File: src/rtl/core/ppm_sum_frame_decoder_macros.svh
// ----------------------------------------------------------------------------
// PPM-sum frame decoder assertion macros
// Shared property wrappers used by the decoder's embedded checks.
// ----------------------------------------------------------------------------
`ifndef PPM_SUM_FRAME_DECODER_MACROS_SVH
`define PPM_SUM_FRAME_DECODER_MACROS_SVH

// Same-cycle implication, disabled while reset is asserted.
`define PSFD_ASSERT_IMPL(label, clk, rst_n, ante, cons, msg) \
  label: assert property (@(posedge clk) disable iff (!rst_n) (ante) |-> (cons)) \
    else $error(msg);

// Next-cycle implication, disabled while reset is asserted.
`define PSFD_ASSERT_NEXT(label, clk, rst_n, ante, cons, msg) \
  label: assert property (@(posedge clk) disable iff (!rst_n) (ante) |=> (cons)) \
    else $error(msg);

`endif

File: src/rtl/core/psfd_pkg.sv
// ----------------------------------------------------------------------------
// PPM-sum frame decoder package
// Types, codes and sizing constants shared by the decoder files.
// ----------------------------------------------------------------------------
package psfd_pkg;

  // Number of channel slots in one frame (1 to 255).
  localparam int MAX_CHANNELS = 12;
  // Slot counter width: must hold MAX_CHANNELS itself.
  localparam int SLOT_W = $clog2(MAX_CHANNELS + 1);
  // Channel memory address width.
  localparam int CH_AW = (MAX_CHANNELS > 1) ? $clog2(MAX_CHANNELS) : 1;

  localparam int WIDTH_W = 16;
  localparam int CHAN_W = 8;
  localparam int CFG_AW = 5;
  localparam int CFG_DW = 32;

  // Reset values of the configuration registers.
  localparam logic [WIDTH_W-1:0] SYNC_MIN_RST = 16'd3000;
  localparam logic [WIDTH_W-1:0] PULSE_MIN_RST = 16'd800;
  localparam logic [WIDTH_W-1:0] PULSE_MAX_RST = 16'd2200;
  localparam logic [WIDTH_W-1:0] TIMEOUT_RST = 16'd100;

  typedef enum logic [1:0] {
    ACT_PULSE      = 2'd0,
    ACT_WINDOW_END = 2'd1,
    ACT_READ       = 2'd2,
    ACT_TICK       = 2'd3
  } psfd_action_t;

  typedef enum logic [1:0] {
    ST_VALID   = 2'd0,
    ST_INVALID = 2'd1,
    ST_TIMEOUT = 2'd2
  } psfd_status_t;

  typedef enum logic [2:0] {
    REG_ENABLE    = 3'd0,
    REG_SYNC_MIN  = 3'd1,
    REG_PULSE_MIN = 3'd2,
    REG_PULSE_MAX = 3'd3,
    REG_TIMEOUT   = 3'd4
  } psfd_reg_t;

endpackage

File: src/rtl/core/psfd_if.sv
// ----------------------------------------------------------------------------
// PPM-sum frame decoder channel interfaces
// Valid/ready channels for input items and read results.
// ----------------------------------------------------------------------------

// Input item channel.
interface psfd_in_if
  import psfd_pkg::*;
  ();
  logic               valid;
  logic               ready;
  psfd_action_t       action;
  logic [WIDTH_W-1:0] period_width;
  logic [CHAN_W-1:0]  read_channel;

  modport source (output valid, output action, output period_width,
                  output read_channel, input ready);
  modport sink (input valid, input action, input period_width,
                input read_channel, output ready);
endinterface

// Read result channel.
interface psfd_out_if
  import psfd_pkg::*;
  ();
  logic               valid;
  logic               ready;
  psfd_status_t       read_status;
  logic [WIDTH_W-1:0] read_value;

  modport source (output valid, output read_status, output read_value, input ready);
  modport sink (input valid, input read_status, input read_value, output ready);
endinterface

File: src/rtl/core/psfd_chan_mem.sv
// ----------------------------------------------------------------------------
// PPM-sum channel store
// Single-write, single-read channel width memory with registered read data.
// ----------------------------------------------------------------------------
module psfd_chan_mem
  import psfd_pkg::*;
(
  input  logic               clk,
  input  logic               wr_en,
  input  logic [CH_AW-1:0]   wr_addr,
  input  logic [WIDTH_W-1:0] wr_data,
  input  logic               rd_en,
  input  logic [CH_AW-1:0]   rd_addr,
  output logic [WIDTH_W-1:0] rd_data
);

  logic [WIDTH_W-1:0] mem_r [MAX_CHANNELS];
  logic [WIDTH_W-1:0] rd_data_r;

  // Write port.
  always_ff @(posedge clk) begin
    if (wr_en) begin
      mem_r[wr_addr] <= wr_data;
    end
  end

  // Read port: data held until the next enabled read.
  always_ff @(posedge clk) begin
    if (rd_en) begin
      rd_data_r <= mem_r[rd_addr];
    end
  end

  assign rd_data = rd_data_r;

endmodule

File: src/rtl/core/ppm_sum_frame_decoder.sv
// ----------------------------------------------------------------------------
// PPM-sum frame decoder
// Captures channel widths from pulse periods and serves channel reads.
// ----------------------------------------------------------------------------
//  Channel    Direction  Contents
//  in_chan    in         action, period_width, read_channel
//  out_chan   out        read_status, read_value (read actions only)
//  psel/...   in/out     APB register port, five 32-bit registers at 4*i
//
//  One item is accepted per cycle unless the input is stalled; pulse,
//  window-end and tick items finish in the cycle they are accepted.
//  A read result passes through the synchronous read of the channel memory
//  and then the output register.
//  rst_n is synchronous and active low; the channel memory is not cleared.
//  A stalled result holds the output register; input stalls only once the
//  read stage behind it is also full.
// ----------------------------------------------------------------------------
`include "ppm_sum_frame_decoder_macros.svh"

module ppm_sum_frame_decoder
  import psfd_pkg::*;
(
  input  logic              clk,
  input  logic              rst_n,
  psfd_in_if.sink           in_chan,
  psfd_out_if.source        out_chan,
  input  logic              psel,
  input  logic              penable,
  input  logic              pwrite,
  input  logic [CFG_AW-1:0] paddr,
  input  logic [CFG_DW-1:0] pwdata,
  output logic [CFG_DW-1:0] prdata,
  output logic              pready
);

  // Configuration registers.
  logic               enable_r;
  logic [WIDTH_W-1:0] sync_min_r;
  logic [WIDTH_W-1:0] pulse_min_r;
  logic [WIDTH_W-1:0] pulse_max_r;
  logic [WIDTH_W-1:0] timeout_r;

  // Frame state.
  logic [SLOT_W-1:0]  slot_index_r, slot_index_nxt;
  logic               frame_ended_r, frame_ended_nxt;
  logic [SLOT_W-1:0]  committed_r, committed_nxt;
  logic [WIDTH_W-1:0] frame_age_r, frame_age_nxt;

  // Read stage and output register.
  logic               s1_valid_r, s1_valid_nxt;
  psfd_status_t       s1_status_r, s1_status_nxt;
  logic               out_valid_r, out_valid_nxt;
  psfd_status_t       out_status_r, out_status_nxt;
  logic [WIDTH_W-1:0] out_value_r, out_value_nxt;

  logic               accept;
  logic               s1_adv;
  logic               cfg_wr;
  psfd_reg_t          cfg_idx;
  logic               pulse_open;
  logic               is_sync;
  logic               in_band;
  logic               mem_wr;
  logic               mem_rd;
  psfd_status_t       rd_status;
  logic [WIDTH_W-1:0] mem_rdata;

  // APB register port.
  assign pready = 1'b1;
  assign cfg_idx = psfd_reg_t'(paddr[CFG_AW-1:2]);
  assign cfg_wr = psel && penable && pwrite && pready;

  always_ff @(posedge clk) begin
    if (!rst_n) begin
      enable_r    <= 1'b0;
      sync_min_r  <= SYNC_MIN_RST;
      pulse_min_r <= PULSE_MIN_RST;
      pulse_max_r <= PULSE_MAX_RST;
      timeout_r   <= TIMEOUT_RST;
    end else if (cfg_wr) begin
      case (cfg_idx)
        REG_ENABLE:    enable_r    <= pwdata[0];
        REG_SYNC_MIN:  sync_min_r  <= pwdata[WIDTH_W-1:0];
        REG_PULSE_MIN: pulse_min_r <= pwdata[WIDTH_W-1:0];
        REG_PULSE_MAX: pulse_max_r <= pwdata[WIDTH_W-1:0];
        REG_TIMEOUT:   timeout_r   <= pwdata[WIDTH_W-1:0];
        default: ;
      endcase
    end
  end

  // Register read-back.
  always_comb begin
    prdata = '0;
    case (cfg_idx)
      REG_ENABLE:    prdata = CFG_DW'(enable_r);
      REG_SYNC_MIN:  prdata = CFG_DW'(sync_min_r);
      REG_PULSE_MIN: prdata = CFG_DW'(pulse_min_r);
      REG_PULSE_MAX: prdata = CFG_DW'(pulse_max_r);
      REG_TIMEOUT:   prdata = CFG_DW'(timeout_r);
      default:       prdata = '0;
    endcase
  end

  // Handshake: the read stage moves on when the output register is free.
  assign s1_adv = s1_valid_r && (!out_valid_r || out_chan.ready);
  assign in_chan.ready = !s1_valid_r || s1_adv;
  assign accept = in_chan.valid && in_chan.ready;

  // Pulse classification against the sync threshold and the valid band.
  assign pulse_open = !frame_ended_r && (slot_index_r < SLOT_W'(MAX_CHANNELS));
  assign is_sync = in_chan.period_width >= sync_min_r;
  assign in_band = !is_sync && (in_chan.period_width >= pulse_min_r)
                   && (in_chan.period_width <= pulse_max_r);
  assign mem_wr = accept && (in_chan.action == ACT_PULSE) && pulse_open && in_band;

  // Read status from the committed frame; the width comes from memory.
  always_comb begin
    if (!enable_r || (in_chan.read_channel >= CHAN_W'(committed_r))
        || (in_chan.read_channel >= CHAN_W'(MAX_CHANNELS))) begin
      rd_status = ST_INVALID;
    end else if (frame_age_r > timeout_r) begin
      rd_status = ST_TIMEOUT;
    end else begin
      rd_status = ST_VALID;
    end
  end

  assign mem_rd = accept && (in_chan.action == ACT_READ) && (rd_status == ST_VALID);

  psfd_chan_mem u_chan_mem (
    .clk     (clk),
    .wr_en   (mem_wr),
    .wr_addr (slot_index_r[CH_AW-1:0]),
    .wr_data (in_chan.period_width),
    .rd_en   (mem_rd),
    .rd_addr (in_chan.read_channel[CH_AW-1:0]),
    .rd_data (mem_rdata)
  );

  // Frame state update per accepted item.
  always_comb begin
    slot_index_nxt  = slot_index_r;
    frame_ended_nxt = frame_ended_r;
    committed_nxt   = committed_r;
    frame_age_nxt   = frame_age_r;
    if (accept) begin
      case (in_chan.action)
        ACT_PULSE: begin
          if (pulse_open) begin
            if (is_sync) begin
              if (slot_index_r != '0) begin
                frame_ended_nxt = 1'b1;
              end
            end else if (in_band) begin
              slot_index_nxt = slot_index_r + SLOT_W'(1);
            end
          end
        end
        ACT_WINDOW_END: begin
          if (slot_index_r != '0) begin
            committed_nxt = slot_index_r;
            frame_age_nxt = '0;
          end
          slot_index_nxt  = '0;
          frame_ended_nxt = 1'b0;
        end
        ACT_TICK: begin
          if (frame_age_r != '1) begin
            frame_age_nxt = frame_age_r + WIDTH_W'(1);
          end
        end
        default: ;
      endcase
    end
  end

  // Read stage and output register next values.
  always_comb begin
    s1_valid_nxt   = s1_valid_r;
    s1_status_nxt  = s1_status_r;
    out_valid_nxt  = out_valid_r;
    out_status_nxt = out_status_r;
    out_value_nxt  = out_value_r;
    if (s1_adv) begin
      out_valid_nxt  = 1'b1;
      out_status_nxt = s1_status_r;
      out_value_nxt  = (s1_status_r == ST_VALID) ? mem_rdata : '0;
      s1_valid_nxt   = 1'b0;
    end else if (out_chan.ready) begin
      out_valid_nxt = 1'b0;
    end
    if (accept && (in_chan.action == ACT_READ)) begin
      s1_valid_nxt  = 1'b1;
      s1_status_nxt = rd_status;
    end
  end

  // Control state registers.
  always_ff @(posedge clk) begin
    if (!rst_n) begin
      slot_index_r  <= '0;
      frame_ended_r <= 1'b0;
      committed_r   <= '0;
      frame_age_r   <= '0;
      s1_valid_r    <= 1'b0;
      out_valid_r   <= 1'b0;
    end else begin
      slot_index_r  <= slot_index_nxt;
      frame_ended_r <= frame_ended_nxt;
      committed_r   <= committed_nxt;
      frame_age_r   <= frame_age_nxt;
      s1_valid_r    <= s1_valid_nxt;
      out_valid_r   <= out_valid_nxt;
    end
  end

  // Payload registers.
  always_ff @(posedge clk) begin
    s1_status_r  <= s1_status_nxt;
    out_status_r <= out_status_nxt;
    out_value_r  <= out_value_nxt;
  end

  assign out_chan.valid       = out_valid_r;
  assign out_chan.read_status = out_status_r;
  assign out_chan.read_value  = out_value_r;

  // Embedded checks.
  `PSFD_ASSERT_IMPL(a_slot_bound, clk, rst_n, 1'b1,
                    slot_index_r <= SLOT_W'(MAX_CHANNELS), "slot index past the last slot")
  `PSFD_ASSERT_IMPL(a_commit_bound, clk, rst_n, 1'b1,
                    committed_r <= SLOT_W'(MAX_CHANNELS), "committed count past the last slot")
  `PSFD_ASSERT_IMPL(a_end_needs_chan, clk, rst_n, frame_ended_r,
                    slot_index_r != '0, "frame ended with no channel captured")
  `PSFD_ASSERT_IMPL(a_full_stall, clk, rst_n, s1_valid_r && out_valid_r && !out_chan.ready,
                    !in_chan.ready, "input taken while both result stages are blocked")
  `PSFD_ASSERT_NEXT(a_read_lands, clk, rst_n, accept && (in_chan.action == ACT_READ),
                    s1_valid_r, "accepted read did not reach the read stage")

endmodule
File: src/flat_wrapper.sv
// flat-port wrapper written by rule: the top's interface ports become plain ports
module ppm_sum_frame_decoder_flat import psfd_pkg::*;
  (clk, rst_n, psel, penable, pwrite, paddr, pwdata, prdata, pready, in_chan_valid, in_chan_action, in_chan_period_width, in_chan_read_channel, in_chan_ready, out_chan_valid, out_chan_read_status, out_chan_read_value, out_chan_ready);
  psfd_in_if in_chan_i ();
  psfd_out_if out_chan_i ();
  input  logic clk;
  input  logic rst_n;
  input  logic psel;
  input  logic penable;
  input  logic pwrite;
  input  logic [CFG_AW-1:0] paddr;
  input  logic [CFG_DW-1:0] pwdata;
  output logic [CFG_DW-1:0] prdata;
  output logic pready;
  input wire logic [$bits(in_chan_i.valid)-1:0] in_chan_valid;
  input wire logic [$bits(in_chan_i.action)-1:0] in_chan_action;
  input wire logic [$bits(in_chan_i.period_width)-1:0] in_chan_period_width;
  input wire logic [$bits(in_chan_i.read_channel)-1:0] in_chan_read_channel;
  output wire logic [$bits(in_chan_i.ready)-1:0] in_chan_ready;
  output wire logic [$bits(out_chan_i.valid)-1:0] out_chan_valid;
  output wire logic [$bits(out_chan_i.read_status)-1:0] out_chan_read_status;
  output wire logic [$bits(out_chan_i.read_value)-1:0] out_chan_read_value;
  input wire logic [$bits(out_chan_i.ready)-1:0] out_chan_ready;
  assign in_chan_i.valid = in_chan_valid;
  assign in_chan_i.action = in_chan_action;
  assign in_chan_i.period_width = in_chan_period_width;
  assign in_chan_i.read_channel = in_chan_read_channel;
  assign in_chan_ready = in_chan_i.ready;
  assign out_chan_valid = out_chan_i.valid;
  assign out_chan_read_status = out_chan_i.read_status;
  assign out_chan_read_value = out_chan_i.read_value;
  assign out_chan_i.ready = out_chan_ready;
  ppm_sum_frame_decoder u_core (.clk(clk), .rst_n(rst_n), .in_chan(in_chan_i), .out_chan(out_chan_i), .psel(psel), .penable(penable), .pwrite(pwrite), .paddr(paddr), .pwdata(pwdata), .prdata(prdata), .pready(pready));
endmodule
File: config.mk
export PLATFORM = sky130hd
export DESIGN_NAME = ppm_sum_frame_decoder_flat
export DESIGN_NICKNAME = d
export VERILOG_FILES = /design/src/rtl/core/psfd_pkg.sv /design/src/rtl/core/psfd_if.sv /design/src/rtl/core/psfd_chan_mem.sv /design/src/rtl/core/ppm_sum_frame_decoder.sv /design/src/flat_wrapper.sv
export VERILOG_INCLUDE_DIRS = /design/src /design/src/rtl/core
export SDC_FILE = /design/constraint.sdc
export NUM_CORES = 1
export LEC_CHECK = 0
export ABC_AREA = 1
export ABC_CLOCK_PERIOD_IN_PS = 4800
export BUFFER_PORTS_ARGS = -buffer_cell sky130_fd_sc_hd__buf_2
export CELL_PAD_IN_SITES_DETAIL_PLACEMENT = 0
export CELL_PAD_IN_SITES_GLOBAL_PLACEMENT = 2
export CORE_UTILIZATION = 39
export CTS_CLUSTER_SIZE = 20
export DETAILED_ROUTE_END_ITERATION = 10
export HOLD_SLACK_MARGIN = 0.15
export PLACE_DENSITY_LB_ADDON = 0.1
export SETUP_SLACK_MARGIN = 0.1
export SYNTH_ARGS = -nofsm -noshare
export SYNTH_HDL_FRONTEND = slang
export SYNTH_SLANG_ARGS = --single-unit
File: constraint.sdc
create_clock -name clk -period 4.8 [get_ports clk]
set_input_delay 0.48 -clock clk [delete_from_list [all_inputs] [get_ports clk]]
set_output_delay 0.48 -clock clk [all_outputs]
set_load 0.03 [all_outputs]
==> impl_metrics.py, run 1 <==
metrics = {
    "status": {
        "status": "finished clean",
    },
    "worst_setup_path": {
        "cp_cell_sequence": "buf_2 > nor2_1 > nand2_1 > o22ai_1 > a221o_1 > buf_2",
        "critPathKind": "in -> out",
        "crit_slowest_cell": "o22ai_1",
        "crit_arrival_ns": 2.30,
        "start_kind": "input port",
        "worst-path-max-fanout": 16,
        "crit_path_frequent_cell": "buf_2",
        "max_stage_delay_ns": 0.55,
        "critPathRequiredTime_ns": 4.32,
        "end_kind": "output port",
    },
    "worst_hold_path": {
        "hp-class": "in -> reg",
    },
    "clocking": {
        "cts_buffers": 38,
        "cts_htree_levels": 2,
        "cts-root-buf": "clkbuf_16",
        "clock_sinks": 320,
        "cts_buffer_depth": 3,
        "cts_setup_buffers": 0,
        "clk_latency_ns": 0.55,
        "cts_resized": 0,
        "cts_tree": "yes",
        "ctsHoldBuffers": 0,
        "clk_pin_slew_ns": 0.06,
    },
    "grt": {
        "grt.total_usage_pct": 21.2,
        "grt_pass1_vias": 9971,
        "grt_pass1_wl_um": 60000,
        "antenna_found_initial": 5,
        "grt_start_max_net_pins": 73,
        "grt_overflow": 0,
    },
    "place": {
        "dp_slack_ns": 1.46,
        "place.gp.congestion": 0.770,
        "port_buffers": 87,
        "hpwl_um": 26200,
    },
    "timing": {
        "fmax_mhz": 359,
        "setup_viol": 0,
        "period_share_pct": 58.0,
        "period_needed_ns": 2.78,
        "worst_pin_slew_ns": 1.03,
        "report.final.slew_viol_count": 0,
        "clock_skew_ns": 0.0140,
        "final.setup.tns_ns": 0,
        "slew_headroom_pct": 31.2,
        "finalHoldViolCount": 0,
        "rsz0062_at_grt": "false",
        "fin_ws_ns": 2.02,
    },
    "logic_synthesis": {
        "yosysWarnings": 0,
        "synth_ff_type": "edfxtp_1",
        "synth_seq_cells": 320,
        "ys_seq_area_share_pct": 59.4,
        "netlist_area_mm2": 0.0146,
        "synth_area_per_cell_um2": 10.1,
        "synth-edff-count": 228,
        "netlist-cell-type-count": 49,
        "async_flop_share_pct": 0,
        "syn-instance-count": 1447,
    },
    "route": {
        "drc": 0,
        "route.antenna.remaining_nets": 0,
        "wl_per_cell_um": 19.6,
        "viasPerCell": 5.09,
        "wl_um": 39600,
        "drt_iter0_markers": 594,
        "num_vias": 10300,
        "dr.pass1.iters": 5,
    },
    "floorplan": {
        "die_area_mm2": 0.0383,
        "coreArea_mm2": 0.0368,
        "die_x_um": 196,
        "initial_core_util_pct": 39.8,
        "ios": 123,
        "fp.dieH_um": 196,
        "row_count": 70,
    },
    "final_layout": {
        "register_area_mm2": 0.00869,
        "drive_gt1_share_pct": 13.1,
        "n_antenna_cell": 0,
        "multi_input_area_mm2": 0.00506,
        "nets": 1673,
        "fillCellCount": 3558,
        "area_growth_pct": 14.1,
    },
    "power": {
        "vdd_drop_max_uv": 176,
        "p_per_area_mw_per_mm2": 374,
        "leakagePower_nw": 6.38,
    },
    "job": {
        "cap_violations": 0,
    },
}
==> registers in the layout, summed over array words and instances, names as in the netlist <==
name,cells
u_core.u_chan_mem.mem_r,192
u_core.frame_age_r,16
u_core.out_chan.read_value,16
u_core.pulse_max_r,16
u_core.pulse_min_r,16
u_core.sync_min_r,16
u_core.timeout_r,16
u_core.u_chan_mem.rd_data,16
u_core.committed_r,4
u_core.slot_index_r,4
u_core.out_chan.read_status,2
u_core.s1_status_r,2
u_core.enable_r,1
u_core.frame_ended_r,1
u_core.out_chan.valid,1
u_core.s1_valid_r,1
==> logic make-up (layout without fill, tap and decap cells) <==
family                   after synthesis  in the layout  synth area share [%]
AO/OA/AOI/OAI                        374            374                  14.5
XOR/XNOR                               5              5                 0.299
adder cells (fa/ha/maj)               73             73                  6.24
buffers and inverters                226            322                  6.48
flip-flops                           320            320                  59.4
other                                  2             17                0.0513
AND/OR/NAND/NOR                      447            447                  13.1
==> cell type report <==
cell class | instances | share of cell area, %
clock buffers | 53 | 6.28
clock inverters | 15 | 1.03
inverters | 145 | 3.26
multi-input cells | 916 | 30.3
flip-flops and latches | 320 | 52.0
well taps | 468 | 3.51
repair buffers | 109 | 3.60
==> layer usage <==
metal | routed length [um] | vias up | GRT usage [%] | share of wire, %
li1 | - | 5194 | - | -
met1 | 16200 | 4838 | 24.7 | 41
met2 | 20300 | 199 | 38.1 | 51
met3 | 1670 | 80 | 4.28 | 4.2
met4 | 1410 | 10 | 8.30 | 3.6
met5 | 61 | - | 0 | 0.15
==> critical path, delay by kind of cell <==
family / cells / cell delay [ns]
AO/OA/AOI/OAI: 2 / 0.74
buffers and inverters: 2 / 0.34
AND/OR/NAND/NOR: 2 / 0.75
==> path summary, 6_finish.rpt <==
check	slack, ns	start	cells past startpoint	end
min	0.22	out_chan_ready	4	u_core.out_chan.valid
max	2.02	paddr[2]	6	prdata[2]
min reg2reg	0.44	u_core.s1_status_r[0]	0	u_core.out_chan.read_status[0]
max reg2reg	2.03	u_core.sync_min_r[3]	13	u_core.u_chan_mem.mem_r[1][4]
==> cells in the mapped netlist (3+ instances only) <==
library cell | number | share of area, %
nor2_2 | 6 | 0.26
nand2_1 | 164 | 4.2
o21ai_1 | 7 | 0.24
xor2_1 | 4 | 0.24
inv_2 | 11 | 0.28
dfxtp_1 | 92 | 13
buf_1 | 3 | 0.077
nand4_1 | 12 | 0.51
o21ai_0 | 166 | 5.7
o22ai_1 | 47 | 2.0
ha_1 | 73 | 6.2
a21oi_1 | 96 | 3.3
nor2_1 | 205 | 5.3
o211ai_1 | 14 | 0.72
nand3_1 | 24 | 0.82
a221o_1 | 15 | 1.0
buf_4 | 19 | 0.97
nor3_1 | 11 | 0.38
a31oi_1 | 12 | 0.51
buf_2 | 17 | 0.58
nand2_2 | 4 | 0.17
nor3_2 | 6 | 0.41
clkbuf_1 | 41 | 1.1
o221ai_1 | 4 | 0.24
edfxtp_1 | 228 | 47
inv_1 | 133 | 3.4
==> stage by stage <==
stage	util [%]	power [mW]	hold WS (ns)	cell area, um2	std cells
after floorplan	-	3.32	0.417	14700	1462
after global placement	42.1	3.49	0.424	15500	1958
after detailed placement	42.1	3.50	0.433	15500	1958
after CTS	45.4	6.33	0.192	16700	2026
after global routing	45.4	6.48	0.231	16700	2026
final	45.4	6.25	0.225	16700	2026
==> placed cells by master (no fill, tap or decap), drive strengths merged, types with 2 or more instances in the layout <==
cell / instances
a31oi: 12
dfxtp: 92
edfxtp: 228
ha: 73
a211oi: 2
o21bai: 2
nand2: 169
nor3: 19
o211ai: 14
nor2: 214
clkbuf: 53
a221o: 15
nor3b: 2
bufinv: 3
a21oi: 96
o21ai: 173
buf: 109
nand3: 26
o221ai: 4
nor4: 2
o21a: 2
xor2: 4
nand4: 12
a21o: 2
inv: 145
conb: 17
clkinv: 11
o22ai: 47
==> power by group <==
part	switching [mW]	total, mW	internal, mW
clock network	1.13	2.82	1.69
logic	0.322	0.444	0.121
registers	0.0108	2.98	2.97
total	1.46	6.25	4.79
Note: power is estimated with default switching activity, not from simulation.
==> run 2: changes to the inputs <==
--- a/config.mk
+++ b/config.mk
@@ -7,7 +7,7 @@
 export NUM_CORES = 1
 export LEC_CHECK = 0
 export ABC_AREA = 1
-export ABC_CLOCK_PERIOD_IN_PS = 4800
+export ABC_CLOCK_PERIOD_IN_PS = 2900
 export BUFFER_PORTS_ARGS = -buffer_cell sky130_fd_sc_hd__buf_2
 export CELL_PAD_IN_SITES_DETAIL_PLACEMENT = 0
 export CELL_PAD_IN_SITES_GLOBAL_PLACEMENT = 2
==> constraint.sdc (replaced) <==
create_clock -name clk -period 2.9 [get_ports clk]
set_input_delay 0.29 -clock clk [delete_from_list [all_inputs] [get_ports clk]]
set_output_delay 0.29 -clock clk [all_outputs]
set_load 0.03 [all_outputs]
==> run 2 against run 1 <==
  * Critical path depth up 9
  * Design area increased by 3.6%
  * Wire length rose by 1.0%
  * Sequential power is 66% higher
  * Non-clock buffer count up 46
  * Via count rose by 1.7%
  * Setup slack lost 1.7 ns
  * Register-to-register slack got worse by 1.6 ns
  * Highest routed layer unchanged
  * Sequential share of layout area fell by 1.8 points
  * Utilization up 1.7 points
  * Clock power rose by 63%
==> impl_metrics.py, run 2 (same netlist as run 1, synthesis figures left out) <==
metrics = {
    "status": {
        "status": "finished clean",
    },
    "final_layout": {
        "final_common_cell": "edfxtp_1",
        "final_cells": 2066,
        "nets": 1718,
        "top_register": "u_core.u_chan_mem.mem_r",
        "drive_gt1_share_pct": 15.2,
        "final_cell_mix": "edfxtp_1, nor2_1, o21ai_0, nand2_1, inv_1",
        "area_growth_pct": 18.3,
        "largest_reg_flops": 192,
    },
    "clocking": {
        "cts_setup_buffers": 0,
        "clk_latency_ns": 0.53,
        "cts_buffers": 37,
        "cts_buffer_depth": 3,
        "clock_sinks": 320,
        "clk_pin_slew_ns": 0.06,
        "cts_htree_levels": 2,
        "cts-root-buf": "clkbuf_16",
        "cts_tree": "yes",
    },
    "grt": {
        "grt_use_met3_pct": 3.30,
        "grt_start_max_net_pins": 97,
        "grt.total_usage_pct": 21.2,
        "busiest_layer": "met2",
        "grt_overflow": 0,
        "use_met2_pct": 38.4,
        "grt_use_met1_pct": 25.5,
        "grt_pass1_wl_um": 60300,
        "antenna_found_initial": 2,
        "grt_pass1_vias": 10100,
    },
    "worst_setup_path": {
        "start_kind": "input port",
        "crit_arrival_ns": 2.84,
        "critical_path_buf_inv_count": 5,
        "cp_cell_sequence": "dlygate4sd3_1 > clkbuf_4 > ha_1 > nand2_1 > nor2_1 > and2_1 > nor2_1 > nand2_1 > a21oi_1 > buf_4 > nand3_1 > inv_2 > nand3_2 > nor2_2 > buf_12",
        "max_stage_delay_ns": 0.53,
        "crit_slowest_cell": "dlygate4sd3_1",
        "critPathKind": "in -> reg",
        "critPathTopFamily": "buffers and inverters",
        "worst-path-max-fanout": 16,
        "critPathRequiredTime_ns": 3.13,
        "end_kind": "flip-flop",
    },
    "power": {
        "power.total_mw": 10.3,
        "leakagePower_nw": 6.62,
        "vdd_drop_max_uv": 356,
        "p_per_area_mw_per_mm2": 597,
    },
    "timing": {
        "finalHoldViolCount": 0,
        "period_needed_ns": 2.60,
        "worst_pin_slew_ns": 0.685,
        "fmax_mhz": 384,
        "final.setup.tns_ns": 0,
        "report.final.slew_viol_count": 0,
        "rsz0062_at_grt": "true",
        "setup_viol": 0,
        "slew_headroom_pct": 54.3,
        "clock_skew_ns": 0.0127,
        "period_share_pct": 89.8,
    },
    "route": {
        "num_vias": 10500,
        "wl_um": 40000,
        "drc": 0,
        "route.antenna.remaining_nets": 0,
        "drt_iter0_markers": 579,
        "wl_per_cell_um": 19.4,
        "dr.pass1.iters": 5,
        "viasPerCell": 5.08,
    },
    "place": {
        "port_buffers": 87,
        "dp.cells": 1984,
        "hpwl_um": 27500,
        "place.gp.congestion": 0.802,
    },
    "floorplan": {
        "initial_core_util_pct": 39.8,
        "die_area_mm2": 0.0383,
        "fp.dieH_um": 196,
        "row_count": 70,
        "die_x_um": 196,
        "ios": 123,
        "coreArea_mm2": 0.0368,
    },
    "worst_hold_path": {
        "hp-class": "in -> reg",
    },
    "job": {
        "cap_violations": 0,
    },
}
==> run 2: layout make-up <==
cell class,count,area [um2]
clock buffer,44,983
multi-input combinational,916,5120
inverter,145,544
fill,3495,19500
timing repair buffer,155,1170
clock inverter,17,204
antenna,1,2.50
sequential,320,8690
tap,468,586
==> run 2: final timing paths <==
| check | startpoint | cells after the start | endpoint | slack [ns] |
|---|---|---|---|---|
| setup / recovery | in_chan_period_width[1] | 15 | u_core.u_chan_mem.mem_r[4][12] | 0.30 |
| setup reg to reg | u_core.sync_min_r[3] | 14 | u_core.u_chan_mem.mem_r[4][12] | 0.42 |
| hold reg to reg | u_core.s1_status_r[0] | 0 | u_core.out_chan.read_status[0] | 0.44 |
| hold / removal | in_chan_period_width[5] | 1 | u_core.u_chan_mem.mem_r[2][5] | 0.17 |
==> run 2: where the power goes <==
part | switching (mW) | internal, mW | leakage, nW
Clock | 1.83 | 2.77 | 0.584
Sequential | 0.0175 | 4.92 | 2.80
Combinational | 0.553 | 0.247 | 3.23
==> run 2: stage by stage <==
step	instance area, um2	util, %	setup slack [ns]	hold WS (ns)
after global placement	15900	43.1	0.244	0.426
final	17300	47.0	0.297	0.173
after global routing	17300	47.0	0.0780	0.151
after floorplan	14700	-	0.210	0.389
after CTS	17200	46.9	0.238	0.151
after detailed placement	15900	43.1	0.198	0.430
==> run 2: worst reg2reg max path: stages (launching register included) <==
cell	delay [ns]
dfxtp_1	0.33
inv_1	0.06
ha_1	0.29
nand2_1	0.09
nor2_1	0.05
and2_1	0.14
nor2_1	0.08
nand2_1	0.06
a21oi_1	0.15
buf_4	0.16
nand3_1	0.11
inv_2	0.12
nand3_2	0.14
nor2_2	0.18
buf_12	0.19
==> run 2: repair_timing <==
| action | 4_1_cts | 5_1_grt |
|---|---|---|
| hold endpoints to repair | 73 | 0 |
| resized for setup | 0 | 20 |
| endpoints found under the setup margin | 0 | 179 |
| hold buffers | 20 | 0 |
==> run 2: per-layer routing <==
metal | wire length (um) | part of all wire (%)
met5 | 14 | 0.035
met4 | 1170 | 2.9
met3 | 1380 | 3.4
met2 | 20400 | 51
met1 | 17100 | 43
==> run 3: changes to the inputs <==
--- a/config.mk
+++ b/config.mk
@@ -7,11 +7,11 @@
 export NUM_CORES = 1
 export LEC_CHECK = 0
 export ABC_AREA = 1
-export ABC_CLOCK_PERIOD_IN_PS = 2900
+export ABC_CLOCK_PERIOD_IN_PS = 2100
 export BUFFER_PORTS_ARGS = -buffer_cell sky130_fd_sc_hd__buf_2
 export CELL_PAD_IN_SITES_DETAIL_PLACEMENT = 0
 export CELL_PAD_IN_SITES_GLOBAL_PLACEMENT = 2
-export CORE_UTILIZATION = 39
+export CORE_UTILIZATION = 35
 export CTS_CLUSTER_SIZE = 20
 export DETAILED_ROUTE_END_ITERATION = 10
 export HOLD_SLACK_MARGIN = 0.15
==> constraint.sdc (replaced) <==
create_clock -name clk -period 2.1 [get_ports clk]
set_input_delay 0.21 -clock clk [delete_from_list [all_inputs] [get_ports clk]]
set_output_delay 0.21 -clock clk [all_outputs]
set_load 0.03 [all_outputs]
==> run 3 against run 2 <==
  * The flow now finishes with violations (DRC, setup timing)
  * Final cell count increased by 12%
  * Flip-flop and latch count unchanged
  * Critical path depth unchanged
  * Clock-buffer cell count decreased by 1
  * Global-route usage decreased by 0.082 points
  * Clock power increased by 43%
  * Clock skew about the same
  * Register-to-register slack got worse by 0.66 ns
  * Design area increased by 14%
  * Critical endpoint is now u_core.u_chan_mem.mem_r[1][15]
==> impl_metrics.py, run 3 (same netlist as run 1, synthesis figures left out) <==
metrics = {
    "worst_hold_path": {
        "hold_depth": 3,
        "hp-class": "in -> reg",
    },
    "worst_setup_path": {
        "crit_slowest_cell": "dfxtp_2",
        "start_kind": "flip-flop",
        "critPathTopFamily": "simple AND/OR/NAND/NOR gates",
        "max_stage_delay_ns": 0.35,
        "cp_cell_sequence": "inv_4 > ha_4 > nand2_4 > nor2_4 > and2_4 > nor2_4 > nand2_2 > a21oi_4 > nand3_4 > inv_4 > buf_12 > nand3_4 > nor2_4 > buf_6 > buf_12",
        "crit_path_frequent_cell": "nor2_4",
        "r2r_cells": 15,
        "critPathKind": "reg -> reg",
        "crit_arrival_ns": 2.60,
        "path_depth": 15,
        "worst-path-max-fanout": 8,
        "end_kind": "flip-flop",
        "critPathRequiredTime_ns": 2.35,
        "critical_path_buf_inv_count": 5,
    },
    "floorplan": {
        "row_count": 74,
        "die_x_um": 206,
        "coreArea_mm2": 0.0410,
        "fp.dieH_um": 206,
        "initial_core_util_pct": 35.7,
        "die_area_mm2": 0.0426,
        "ios": 123,
    },
    "final_layout": {
        "utilization_pct": 48.3,
        "nets": 1892,
        "largest_reg_flops": 192,
        "multi_input_area_mm2": 0.00591,
        "fillCellCount": 3858,
        "final_common_cell": "edfxtp_1",
        "final_cells": 2310,
        "top_register": "u_core.u_chan_mem.mem_r",
        "drive_gt1_share_pct": 32.3,
        "final_cell_mix": "edfxtp_1, nor2_1, buf_4, o21ai_0, nand2_1",
        "n_antenna_cell": 0,
        "register_area_mm2": 0.00873,
        "area_growth_pct": 35.4,
    },
    "place": {
        "hpwl_um": 30300,
        "port_buffers": 87,
        "place.gp.congestion": 0.779,
        "dp.cells": 2184,
        "dp_slack_ns": -0.400,
    },
    "grt": {
        "antenna_found_initial": 0,
        "grt_overflow": 0,
        "grt.total_usage_pct": 21.1,
        "grt_start_max_net_pins": 71,
        "grt_pass1_vias": 11100,
        "grt_pass1_wl_um": 66300,
    },
    "clocking": {
        "clk_pin_slew_ns": 0.06,
        "cts-root-buf": "clkbuf_16",
        "clk_latency_ns": 0.55,
        "cts_buffers": 38,
        "cts_buffer_depth": 3,
        "cts_tree": "yes",
        "cts_htree_levels": 2,
        "clock_sinks": 320,
    },
    "route": {
        "viasPerCell": 4.90,
        "drt_iter0_markers": 524,
        "dr.pass1.iters": 8,
        "num_vias": 11300,
        "route.antenna.remaining_nets": 0,
        "wl_per_cell_um": 19.0,
        "wl_um": 44000,
        "drc": 6,
    },
    "power": {
        "p_per_area_mw_per_mm2": 746,
        "leakagePower_nw": 7.56,
        "power.total_mw": 14.8,
        "vdd_drop_max_uv": 491,
    },
    "job": {
        "cap_violations": 0,
    },
    "timing": {
        "period_share_pct": 112,
        "fin_ws_ns": -0.242,
        "worst_pin_slew_ns": 0.788,
        "slew_headroom_pct": 47.4,
        "setup_viol": 200,
        "fmax_mhz": 427,
        "finalHoldViolCount": 0,
        "report.final.slew_viol_count": 0,
        "period_needed_ns": 2.34,
        "rsz0062_at_grt": "true",
        "clock_skew_ns": 0.0129,
    },
    "status": {
        "violations": "DRC, setup timing",
        "status": "complete, but fails checks",
    },
}
-- run 3: cell types whose count changed in the layout (fill, tap and decap cells not counted), moves of 22 or more --
cell	delta
dfxtp_2	+34
inv_2	+30
inv_1	-41
ha_4	+39
buf_4	+147
ha_1	-40
nand2_1	-22
dfxtp_1	-34
-- run 3: where the power goes --
part	switching (mW)	internal, mW
Clock	2.67	3.91
Combinational	0.864	0.517
Sequential	0.0215	6.79
Total	3.55	11.2
-- run 3: final timing paths --
check,start,end,slack (ns)
setup / recovery,u_core.sync_min_r[7],u_core.u_chan_mem.mem_r[1][15],-0.24
hold / removal,in_chan_period_width[5],u_core.u_chan_mem.mem_r[10][5],0.19
setup reg to reg,u_core.sync_min_r[7],u_core.u_chan_mem.mem_r[1][15],-0.24
hold reg to reg,u_core.s1_status_r[1],u_core.out_chan.read_status[1],0.45
-- run 3: per-layer routing --
| metal | vias to the layer above | global-route usage (%) | share of wire, % |
|---|---|---|---|
| met3 | 58 | 3.75 | 4.2 |
| li1 | 5659 | - | - |
| met2 | 233 | 36.3 | 50 |
| met5 | - | 0 | 0 |
| met4 | 0 | 6.33 | 2.4 |
| met1 | 5369 | 26.8 | 44 |
-- run 3: cell type report --
class,instances,share of cell area [%]
clock inverters,26,1.25
repair buffers,328,13.5
well taps,532,3.36
multi-input cells,916,29.9
inverters,145,2.94
clock buffers,43,5.00
flip-flops and latches,320,44.1
-- run 3: what timing repair did --
action	CTS	global route
cloned	4	1
pin swaps	32	39
endpoints found under the hold margin	99	0
setup buffers	16	9
setup endpoints to repair	213	224
hold buffers	32	0
gates resized for setup	96	77
-- run 3: metrics by stage --
| step | cell area (um2) | TNS, ns | hold WS [ns] |
|---|---|---|---|
| after floorplan | 15000 | -18.39 | 0.309 |
| after global placement | 17300 | -69.64 | 0.429 |
| after detailed placement | 17300 | -73.42 | 0.433 |
| after CTS | 19400 | -27.87 | 0.163 |
| after global routing | 19800 | -48.75 | 0.183 |
| final | 19800 | -27.28 | 0.193 |
-- run 3: worst reg2reg max path, stage by stage (launching register included) --
cell and delay, ns:
dfxtp_2 0.35, inv_4 0.05, ha_4 0.23, nand2_4 0.08, nor2_4 0.04, and2_4 0.15
nor2_4 0.08, nand2_2 0.07, a21oi_4 0.18, nand3_4 0.10, inv_4 0.08, buf_12 0.11
nand3_4 0.11, nor2_4 0.17, buf_6 0.12, buf_12 0.12
